--- src/hw/rtl/edf_ready_queue_assert.svh ---
// Assertion macros used by the file that checks this block.
`ifndef EDF_READY_QUEUE_ASSERT_SVH
`define EDF_READY_QUEUE_ASSERT_SVH

// A condition that implies another in the same cycle.
`define EDF_ASSERT_NOW(label, cond, prop) \
  label: assert property (@(posedge clk) disable iff (!rst_n) (cond) |-> (prop)) \
    else $error("edf_ready_queue check failed");

// A condition that implies another in the next cycle.
`define EDF_ASSERT_NEXT(label, cond, prop) \
  label: assert property (@(posedge clk) disable iff (!rst_n) (cond) |=> (prop)) \
    else $error("edf_ready_queue check failed");

`endif

--- src/hw/rtl/edf_pkg.sv ---
package edf_pkg;

  localparam int NUM_TASKS = 8;
  localparam int ID_W      = $clog2(NUM_TASKS);
  localparam int LEN_W     = $clog2(NUM_TASKS + 1);
  localparam int DL_W      = 48;
  localparam int PER_W     = 32;
  localparam int CNT_W     = 32;

  typedef enum logic [1:0] {
    REQ_LOAD     = 2'd0,
    REQ_RELEASE  = 2'd1,
    REQ_COMPLETE = 2'd2,
    REQ_NONE     = 2'd3
  } req_t;

  typedef enum logic [1:0] {
    ST_OK     = 2'd0,
    ST_QUEUED = 2'd1,
    ST_IDLE   = 2'd2,
    ST_BAD_ID = 2'd3
  } status_t;

  typedef struct packed {
    logic [1:0]  req_type;
    logic [2:0]  task_id;
    logic [31:0] period_us;
  } in_item_t;

  typedef struct packed {
    logic [2:0]  head_task;
    logic        list_empty;
    logic [47:0] head_deadline;
    logic [31:0] completions;
    logic [1:0]  status;
  } out_item_t;

  // One task table entry.
  typedef struct packed {
    logic [DL_W-1:0]  dl;
    logic [PER_W-1:0] per;
    logic [CNT_W-1:0] cnt;
  } tbl_word_t;

  // Update command to the ready list.
  typedef struct packed {
    logic            ins;
    logic            rem;
    logic [ID_W-1:0] id;
    logic [DL_W-1:0] dl;
  } list_cmd_t;

  // Ready list status: queued flags now, head after the pending command.
  typedef struct packed {
    logic                 empty;
    logic [ID_W-1:0]      head_id;
    logic [DL_W-1:0]      head_dl;
    logic [NUM_TASKS-1:0] queued;
  } list_stat_t;

endpackage

--- src/hw/rtl/edf_tbl_mem.sv ---
module edf_tbl_mem (
  input  logic                      clk,
  input  logic                      rst_n,
  input  logic                      rd_en,
  input  logic [edf_pkg::ID_W-1:0]  rd_idx,
  output edf_pkg::tbl_word_t        rd_data,
  input  logic                      wr_en,
  input  logic [edf_pkg::ID_W-1:0]  wr_idx,
  input  edf_pkg::tbl_word_t        wr_data
);

  edf_pkg::tbl_word_t               mem [edf_pkg::NUM_TASKS];
  logic [edf_pkg::NUM_TASKS-1:0]    vld_r;
  edf_pkg::tbl_word_t               rdat_r;
  logic                             rvld_r;

  // Storage array with a registered read port.
  always_ff @(posedge clk) begin
    if (wr_en) begin
      mem[wr_idx] <= wr_data;
    end
    if (rd_en) begin
      rdat_r <= mem[rd_idx];
    end
  end

  // Valid bits make unwritten entries read as zero after reset.
  always_ff @(posedge clk) begin
    if (!rst_n) begin
      vld_r  <= '0;
      rvld_r <= 1'b0;
    end else begin
      if (wr_en) begin
        vld_r[wr_idx] <= 1'b1;
      end
      if (rd_en) begin
        rvld_r <= vld_r[rd_idx];
      end
    end
  end

  assign rd_data = rvld_r ? rdat_r : '0;

endmodule

--- src/hw/rtl/edf_rdy_list.sv ---
module edf_rdy_list (
  input  logic                clk,
  input  logic                rst_n,
  input  edf_pkg::list_cmd_t  cmd,
  output edf_pkg::list_stat_t stat
);

  logic [edf_pkg::ID_W-1:0]      id_r  [edf_pkg::NUM_TASKS];
  logic [edf_pkg::DL_W-1:0]      dl_r  [edf_pkg::NUM_TASKS];
  logic [edf_pkg::ID_W-1:0]      id_nxt [edf_pkg::NUM_TASKS];
  logic [edf_pkg::DL_W-1:0]      dl_nxt [edf_pkg::NUM_TASKS];
  logic [edf_pkg::LEN_W-1:0]     len_r, len_nxt;
  logic [edf_pkg::NUM_TASKS-1:0] q_r, q_nxt;
  logic [edf_pkg::LEN_W-1:0]     pos;
  logic                          after;

  // Insert after every slot with an equal or earlier deadline; remove by shifting up.
  always_comb begin
    pos   = '0;
    after = 1'b0;
    len_nxt = len_r;
    q_nxt   = q_r;
    for (int i = 0; i < edf_pkg::NUM_TASKS; i++) begin
      id_nxt[i] = id_r[i];
      dl_nxt[i] = dl_r[i];
      if (edf_pkg::LEN_W'(i) < len_r && dl_r[i] <= cmd.dl) begin
        pos = pos + 1'b1;
      end
    end
    if (cmd.ins) begin
      for (int i = 0; i < edf_pkg::NUM_TASKS; i++) begin
        if (edf_pkg::LEN_W'(i) == pos) begin
          id_nxt[i] = cmd.id;
          dl_nxt[i] = cmd.dl;
        end else if (edf_pkg::LEN_W'(i) > pos && i > 0) begin
          id_nxt[i] = id_r[i-1];
          dl_nxt[i] = dl_r[i-1];
        end
      end
      len_nxt       = len_r + 1'b1;
      q_nxt[cmd.id] = 1'b1;
    end else if (cmd.rem) begin
      for (int i = 0; i < edf_pkg::NUM_TASKS; i++) begin
        if (edf_pkg::LEN_W'(i) < len_r && id_r[i] == cmd.id) begin
          after = 1'b1;
        end
        if (after && i + 1 < edf_pkg::NUM_TASKS) begin
          id_nxt[i] = id_r[i+1];
          dl_nxt[i] = dl_r[i+1];
        end
      end
      len_nxt       = len_r - 1'b1;
      q_nxt[cmd.id] = 1'b0;
    end
  end

  // Slot contents need no reset; the length marks what is live.
  always_ff @(posedge clk) begin
    for (int i = 0; i < edf_pkg::NUM_TASKS; i++) begin
      id_r[i] <= id_nxt[i];
      dl_r[i] <= dl_nxt[i];
    end
  end

  always_ff @(posedge clk) begin
    if (!rst_n) begin
      len_r <= '0;
      q_r   <= '0;
    end else begin
      len_r <= len_nxt;
      q_r   <= q_nxt;
    end
  end

  // Head reflects the list after the pending command.
  assign stat.empty   = (len_nxt == '0);
  assign stat.head_id = stat.empty ? '0 : id_nxt[0];
  assign stat.head_dl = stat.empty ? '0 : dl_nxt[0];
  assign stat.queued  = q_r;

endmodule

--- src/hw/rtl/edf_ready_queue.sv ---
// On acceptance, a transaction's request and task table entry are registered;
// its result is registered in the work step that follows, delayed only while an
// earlier result is held by out_stall. New transactions are stalled until then;
// the task table read comes first, then the read-modify-write plus list update.
// Reset: synchronous, active low; clears the ready list, queued flags and table
// valid bits, so every task reads as period, deadline and count zero.
module edf_ready_queue (
  input  logic               clk,
  input  logic               rst_n,
  input  logic               in_valid,
  output logic               in_stall,
  input  edf_pkg::in_item_t  in_data,
  output logic               out_valid,
  input  logic               out_stall,
  output edf_pkg::out_item_t out_data
);

  logic                     busy_r;
  edf_pkg::in_item_t        req_r;
  logic                     out_valid_r;
  edf_pkg::out_item_t       out_r;
  logic                     accept, done;
  edf_pkg::tbl_word_t       rd_word, wr_word;
  logic                     wr_en;
  edf_pkg::list_cmd_t       cmd;
  edf_pkg::list_stat_t      stat;
  logic [edf_pkg::ID_W-1:0] tid;
  logic                     bad, queued;
  logic [edf_pkg::DL_W:0]   dl_sum;
  edf_pkg::status_t         status;
  logic [edf_pkg::CNT_W-1:0] count;

  assign accept   = in_valid && !busy_r;
  assign in_stall = busy_r;
  assign done     = busy_r && (!out_valid_r || !out_stall);
  assign tid      = edf_pkg::ID_W'(req_r.task_id);

  edf_tbl_mem u_tbl (
    .clk     (clk),
    .rst_n   (rst_n),
    .rd_en   (accept),
    .rd_idx  (edf_pkg::ID_W'(in_data.task_id)),
    .rd_data (rd_word),
    .wr_en   (wr_en),
    .wr_idx  (tid),
    .wr_data (wr_word)
  );

  edf_rdy_list u_list (
    .clk   (clk),
    .rst_n (rst_n),
    .cmd   (cmd),
    .stat  (stat)
  );

  // Decode the request against the table entry and the queued flag.
  always_comb begin
    bad     = ({4'b0, req_r.task_id} >= 7'(edf_pkg::NUM_TASKS));
    queued  = stat.queued[tid];
    dl_sum  = {1'b0, rd_word.dl} + {17'b0, rd_word.per};
    wr_word = rd_word;
    wr_en   = 1'b0;
    cmd     = '{ins: 1'b0, rem: 1'b0, id: tid, dl: rd_word.dl};
    status  = edf_pkg::ST_OK;
    count   = rd_word.cnt;
    if (bad) begin
      status = edf_pkg::ST_BAD_ID;
      count  = '0;
    end else begin
      unique case (edf_pkg::req_t'(req_r.req_type))
        edf_pkg::REQ_LOAD: begin
          if (queued) begin
            status = edf_pkg::ST_QUEUED;
          end else begin
            wr_en       = done;
            wr_word.per = req_r.period_us;
            wr_word.dl  = {16'b0, req_r.period_us};
            wr_word.cnt = '0;
            count       = '0;
          end
        end
        edf_pkg::REQ_RELEASE: begin
          if (queued) begin
            status = edf_pkg::ST_QUEUED;
          end else begin
            cmd.ins = done;
          end
        end
        edf_pkg::REQ_COMPLETE: begin
          if (!queued) begin
            status = edf_pkg::ST_IDLE;
          end else begin
            cmd.rem    = done;
            wr_en      = done;
            wr_word.dl = dl_sum[edf_pkg::DL_W] ? '1 : dl_sum[edf_pkg::DL_W-1:0];
            if (rd_word.cnt != '1) begin
              wr_word.cnt = rd_word.cnt + 1'b1;
            end
            count = wr_word.cnt;
          end
        end
        default: begin
          status = edf_pkg::ST_OK;
        end
      endcase
    end
  end

  // Request register: holds the accepted transaction through its work cycle.
  always_ff @(posedge clk) begin
    if (accept) begin
      req_r <= in_data;
    end
    if (done) begin
      out_r.head_task     <= 3'(stat.head_id);
      out_r.list_empty    <= stat.empty;
      out_r.head_deadline <= stat.head_dl;
      out_r.completions   <= count;
      out_r.status        <= status;
    end
  end

  always_ff @(posedge clk) begin
    if (!rst_n) begin
      busy_r      <= 1'b0;
      out_valid_r <= 1'b0;
    end else begin
      if (accept) begin
        busy_r <= 1'b1;
      end else if (done) begin
        busy_r <= 1'b0;
      end
      if (done) begin
        out_valid_r <= 1'b1;
      end else if (!out_stall) begin
        out_valid_r <= 1'b0;
      end
    end
  end

  assign out_valid = out_valid_r;
  assign out_data  = out_r;

`include "edf_ready_queue_assert.svh"

  `EDF_ASSERT_NEXT(a_accept_busy, accept, busy_r)
  `EDF_ASSERT_NOW(a_empty_dl, out_valid_r && out_r.list_empty, out_r.head_deadline == '0)
  `EDF_ASSERT_NEXT(a_done_result, done, out_valid_r && !busy_r)

endmodule
--- config.mk ---
export PLATFORM = sky130hd
export DESIGN_NAME = edf_ready_queue
export DESIGN_NICKNAME = d
export VERILOG_FILES = /design/src/hw/rtl/edf_pkg.sv /design/src/hw/rtl/edf_tbl_mem.sv /design/src/hw/rtl/edf_rdy_list.sv /design/src/hw/rtl/edf_ready_queue.sv
export VERILOG_INCLUDE_DIRS = /design/src /design/src/hw/rtl
export SDC_FILE = /design/constraint.sdc
export NUM_CORES = 2
export LEC_CHECK = 0
export BUFFER_PORTS_ARGS = -buffer_cell sky130_fd_sc_hd__buf_4
export CORE_MARGIN = 2
export CORE_UTILIZATION = 35
export CTS_CLUSTER_DIAMETER = 120
export DETAILED_ROUTE_END_ITERATION = 10
export GPL_ROUTABILITY_DRIVEN = 0
export GPL_TIMING_DRIVEN = 0
export HOLD_SLACK_MARGIN = 0.1
export PLACE_DENSITY = 0.6
export SLEW_MARGIN = 10
export SYNTH_ARGS = -nofsm -noshare
export SYNTH_HDL_FRONTEND = slang
export SYNTH_SLANG_ARGS = --single-unit
--- constraint.sdc ---
create_clock -name clk -period 16.9 [get_ports clk]
set_input_delay 1.69 -clock clk [delete_from_list [all_inputs] [get_ports clk]]
set_output_delay 1.69 -clock clk [all_outputs]
set_load 0.01 [all_outputs]
* Yosys cells after proc, flatten, opt, wreduce, memory -nomap -nowiden
Memory sizes are Yosys's and may differ from the RTL's. A register that Yosys moved wholly into a read port is not among the register bits.
Cells that the tools add are included.
** Cells by class
- Add/sub/neg operators :: 11
- Magnitude comparators :: 26
- Equal/unequal tests :: 18
- Muxes and demuxes :: 114
- Bitwise gates (word level) :: 4
- Reduce and logical (&&, ||, !) cells :: 28
** Operator list (number)
- $mux 48 :: 25
- $mux 336 :: 2
- $le 48x48->1 :: 8
- $mux 112 :: 2
- $mux 32 :: 4
- $pmux 32 s2 :: 2
- $pmux 48 s2 :: 1
- $mux 3 :: 23
- $add 48x32->49 :: 1
- $mux 21 :: 2
- $mux 1 :: 36
- $mux 4 :: 9
- $add 32x1->32 const B :: 1
- $ne 32x32->1 const B :: 1
- $add 4x1->4 const B :: 7
- $eq 3x3->1 :: 7
- $logic_and 1x1->1 :: 18
- $eq 3x4->1 const A :: 4
- $gt 3x4->1 const A :: 4
- $lt 3x4->1 const A :: 4
- $mux 8 :: 2
- $or 8x8->8 :: 2
- $and 8x8->8 :: 1
- $eq 2x4->1 const A :: 2
- 24 further kinds :: 33
** Storage, ports and cells
- Register bits after elaboration :: 146
- RAM bits :: 1304
- Bits of input ports :: 41
- Output and inout port bits :: 88
- Logic and storage cells :: 218
- Memories :: 3
** Memories
- u_tbl.mem :: depth 8, width 112, read ports 1, clocked after memory_dff 1, wr ports 1, line edf_tbl_mem.sv:12 : edf_pkg::tbl_word_t mem [edf_pkg::NUM_TASKS];
- u_list.dl_r :: depth 8, width 48, read ports 8, clocked after memory_dff 0, wr ports 8, line edf_rdy_list.sv:9 : logic [edf_pkg::DL_W-1:0] dl_r [edf_pkg::NUM_TASKS];
- u_list.id_r :: depth 8, width 3, read ports 8, clocked after memory_dff 0, wr ports 8, line edf_rdy_list.sv:8 : logic [edf_pkg::ID_W-1:0] id_r [edf_pkg::NUM_TASKS];

* Longest topological paths before layout
- Depth after elaboration :: 28
- Mapped depth :: 49
- Depth with buffers taken out :: 42

* Hierarchy
Synthesis repeated with hierarchy kept, for this count alone.
** Second synthesis, totals
- Cell total of the unflattened synthesis :: 5915
- Area, all modules :: 80469.7 µm²
** By module, submodules not included
- edf_tbl_mem :: times used 1, cells each 1570, area each 38817.2 µm², sequential area each 30449.2 µm²
- edf_rdy_list :: times used 1, cells each 3402, area each 33169.3 µm², sequential area each 11981.5 µm²
- edf_ready_queue :: times used 1, cells each 943, area each 8483.1 µm², sequential area each 3733.6 µm²

* Worst setup path before layout
OpenSTA, ideal clock, no wires.
- Path kind :: input to register
- Start :: input port out_stall
- End :: memory u_tbl.mem[0][0] (netlist name), enable pin
- Library setup time :: 0.861 ns
- Arrival time :: 17.719 ns
- Required time :: 16.039 ns
- Path slack :: -1.680 ns
- Stages :: 3
- Path buffers :: 0
- Path through :: a21boi_1 -> nand3b_1 -> nor4_1
** Between the ends
- Cells in the longest elaborated chain, start to end :: 7
- Elaborated cells between the ends (all ways) :: 8
- Classes of those cells :: mux (5); reduce/logical (3)
** Ends and longest elaborated chain
- start, declared :: line edf_ready_queue.sv:14 : input logic out_stall,
- $logic_not 1->1 (*)
- $logic_or 1x1->1 (*) :: line edf_ready_queue.sv:35 : assign done = busy_r && (!out_valid_r || !out_stall);
- $logic_and 1x1->1 (*) :: line edf_ready_queue.sv:35
- $mux 1, on equally long branches :: line edf_ready_queue.sv:90, edf_ready_queue.sv:72
- $pmux 1 s2 (*) :: line edf_ready_queue.sv:70 : unique case (edf_pkg::req_t'(req_r.req_type))
- $mux 1 (*) :: line edf_tbl_mem.sv:19 : if (wr_en) begin
- $mux 1 (implied by the code) (*) :: line edf_tbl_mem.sv:20 : mem[wr_idx] <= wr_data;
- end, declared :: line edf_tbl_mem.sv:12
Mark *: on every way between the ends. The rest lies on a longest branch, timed or not.

==> results.cfg <==
[timing]
post-route-min-period_ns = 14.10
setup_violations = 0
finalHoldViolCount = 0
slew_viol_final = 0
finClkSkew_ns = 0.0763
fmax_ghz = 0.0709
relSlewSlack_pct = 1.68
worstMarginPinSlew_ns = 1.47
min_period_over_period_pct = 83.4
timing.setup.tns_ns = 0
rsz0062_at_grt = false

[yosys]
ys_types = 111
synth_edf_count = 1488
ys_seq_elements = 1562
synth-main-ff-cell = edfxtp_1
netlist_instances = 5761
async_reset_ff_share_pct = 0
postSynthAreaPerCell_um2 = 13.6
syn-cell-area_mm2 = 0.0786
synth_top_area_share_pct = 56.8
synth.net_count = 6230
synth-seq-area-share_pct = 58.7
synth.area.top_cells = edfxtp_1 (57%), ha_1 (6.8%), mux4_2 (6.5%)
synth_warnings = 0
synth_area_leader_cell = edfxtp_1

[setup_path]
required_ns = 17.54
crit_type = reg2reg
r2r-end = u_list.dl_r[1][15]
crit_arrival_ns = 14.74
worstPathMaxFanout = 13
crit_top_cell = ha_1
end_kind = register
rrSetupSlack_ns = 2.80
cp_slowest_cell = nand2_1
start_kind = register
path_buf_inv = 9
r2r_start = u_tbl.rvld_r
r2r_cells = 41
cp_slowest_stage_delay_ns = 1.02
crit_family = buffers and inverters

[routing]
vias_per_cell = 6.23
num_vias = 57700
drc = 0
wl_um = 276000
drtIter0Drc = 8848
ant_nets = 0
first_pass_iters = 9
wl_per_cell_um = 29.8

[global_route]
gr-usage-all-layers_pct = 23.3
overflow = 0
grt_pass1_wl_um = 391000
grt_antenna_before_repair = 10
grt_max_degree = 31
grt_pass1_vias = 56000

[clocking]
postCtsSetupBuffers = 0
cts_resized = 0
ctsLongestPathBuffers = 3
cts_buffers = 159
cts_tree = built
clock-sinks = 1562
h-tree-depth = 4
clock-root-buffer = clkbuf_16
cts_hold_buf = 0
clkLatencyLatePin_ns = 0.85
cts.clk_slew.worst_paths_ns = 0.06

[die]
dieArea_mm2 = 0.228
start_util_pct = 35.3
core_area_mm2 = 0.223
die_y_um = 478
ioPinCount = 129
die_x_um = 478
rows = 173

[power_and_ir_drop]
swShare_pct = 26.7
switchingPower_uw = 2450
power_density_mw_per_mm2 = 101
p_leak_uw = 0.0302
p_clk_share_pct = 39.0
seqPwrFrac_pct = 49.1
peakVddDrop_mv = 0.106
power_frac_comb_pct = 12.0
p_int_uw = 6730

[final_layout]
stdcell_area_mm2 = 0.0905
nets = 6615
final_layout_size_suffix_gt1_share_pct = 16.4
area_growth_syn_to_layout_pct = 15.1

[min_path]
hold_path.class = reg2reg
worstHoldStart = u_tbl.vld_r[1]
min_delay_worst_endpoint = u_tbl.vld_r[1]
min_path_cells = 2

[placement]
port_buffers = 127
dpl-instance-area_mm2 = 0.0853
dp_hpwl_um = 204000

[outcome]
status = finished clean

[run]
cap_violations = 0
==> how the worst max path moves through the flow <==
stage	start	endpoint	slack (ns)	depth (start not counted)
2_1_floorplan	out_stall	u_tbl.mem[6][0]	1.25	3
3_3_place_gp	out_stall	u_tbl.mem[6][46]	-12.62	4
3_5_place_dp	u_tbl.rvld_r	u_list.dl_r[1][15]	3.46	41
4_1_cts	u_tbl.rvld_r	u_list.dl_r[1][15]	3.35	41
5_1_grt	u_tbl.rvld_r	u_list.dl_r[1][15]	2.63	47
6_report	u_tbl.rvld_r	u_list.dl_r[1][15]	2.80	41
==> metrics by stage <==
stage,power (uW),worst slack [ns],hold WS (ns),util [%],cells
floorplan,5180,1.25,0.435,-,5761
global placement,5610,-12.62,0.444,37.4,8863
detailed placement,5630,3.46,0.459,38.3,8958
CTS,9160,3.35,0.474,40.6,9250
global route,9440,2.63,0.511,40.6,9253
finish,9180,2.80,0.474,40.6,9254
==> placed cells by master (no fill, tap or decap), drive strengths merged, types with 48 or more instances in the layout <==
master,count
clkinv,72
edfxtp,1488
and2,67
mux4,226
nand3,222
o22ai,48
o21ai,333
nand4,189
a21o,59
inv,140
a21oi,218
o221ai,58
buf,325
mux2,195
a211oi,50
o2111ai,100
dfxtp,74
nor3,52
o211ai,65
nand2,395
a32oi,151
ha,427
nor2,251
mux2i,63
a221oi,52
clkbuf,493
==> layout make-up <==
| type | instances | area (um^2) |
|---|---|---|
| clock inverter | 93 | 948 |
| fill | 20600 | 132000 |
| antenna | 2 | 5.00 |
| multi-input combinational | 3669 | 30500 |
| buffer | 395 | 1650 |
| inverter | 135 | 507 |
| tap | 2975 | 3720 |
| sequential | 1562 | 46200 |
| timing repair buffer | 224 | 2720 |
| clock buffer | 199 | 4260 |
==> cell usage after synthesis, types with 14 or more instances <==
library cell	number
o211ai_1	65
nand4_1	189
xor2_1	39
a222oi_1	33
o21a_1	20
inv_1	134
and3_1	19
a221oi_1	44
ha_1	427
mux2_4	49
nand2b_1	31
clkbuf_1	294
a21o_1	59
buf_2	48
o22ai_1	47
edfxtp_1	1488
a32oi_1	151
a211oi_1	48
dfxtp_1	74
mux4_2	226
nor3_1	50
xnor2_1	32
a311oi_1	14
mux2i_1	63
nor4_1	38
a21oi_1	217
nand2_1	395
and2_1	62
buf_1	36
nor2_1	247
nand3_1	222
o21ai_0	326
o2111ai_1	100
o221ai_1	58
nor2b_1	41
mux2_2	146
a2111oi_1	15
==> sequential cells by signal, indices dropped and copies added, names as in the netlist, named ones only <==
name / count
u_tbl.mem: 896
u_list.dl_r: 384
u_tbl.rdat_r: 112
out_data: 86
req_r: 34
u_list.id_r: 24
u_tbl.vld_r: 8
u_list.len_r: 4
tid: 3
in_stall: 1
out_valid: 1
u_tbl.rvld_r: 1
==> kinds of logic (layout without fill, tap and decap cells) <==
logic type | Yosys count | count (layout) | synth area share (%)
xor gates and xnor gates | 77 | 77 | 0.956
DFF | 1562 | 1562 | 58.7
and+or+nand+nor | 1343 | 1343 | 8.32
muxes | 484 | 484 | 10.3
other | 0 | 2 | 0
adders and majority gates | 428 | 428 | 6.82
AOI/OAI and AO/OA | 1337 | 1337 | 12.1
buffers and inverters | 530 | 1046 | 2.75
==> worst min-delay path: stages, from the launching register on <==
cell,delay [ns]
dfxtp_1,0.33
nor2_1,0.05
nor2_1,0.07
==> per-layer routing <==
layer | global-route usage (%) | share of wire, % | vias up
met1 | 32.2 | 40 | 29000
met5 | 0 | 0.049 | -
li1 | - | - | 24100
met4 | 9.40 | 4.3 | 10
met3 | 6.94 | 13 | 680
met2 | 34.1 | 43 | 3935
==> power groups by stage <==
stage | Clock, uW | Sequential, uW | Combinational, uW
floorplan | 0 | 4540 | 649
CTS | 3600 | 4490 | 1060
global route | 3760 | 4510 | 1170
global placement | 0 | 4600 | 1010
detailed placement | 0 | 4570 | 1060
finish | 3580 | 4500 | 1100
(Power assumes the default switching activity.)
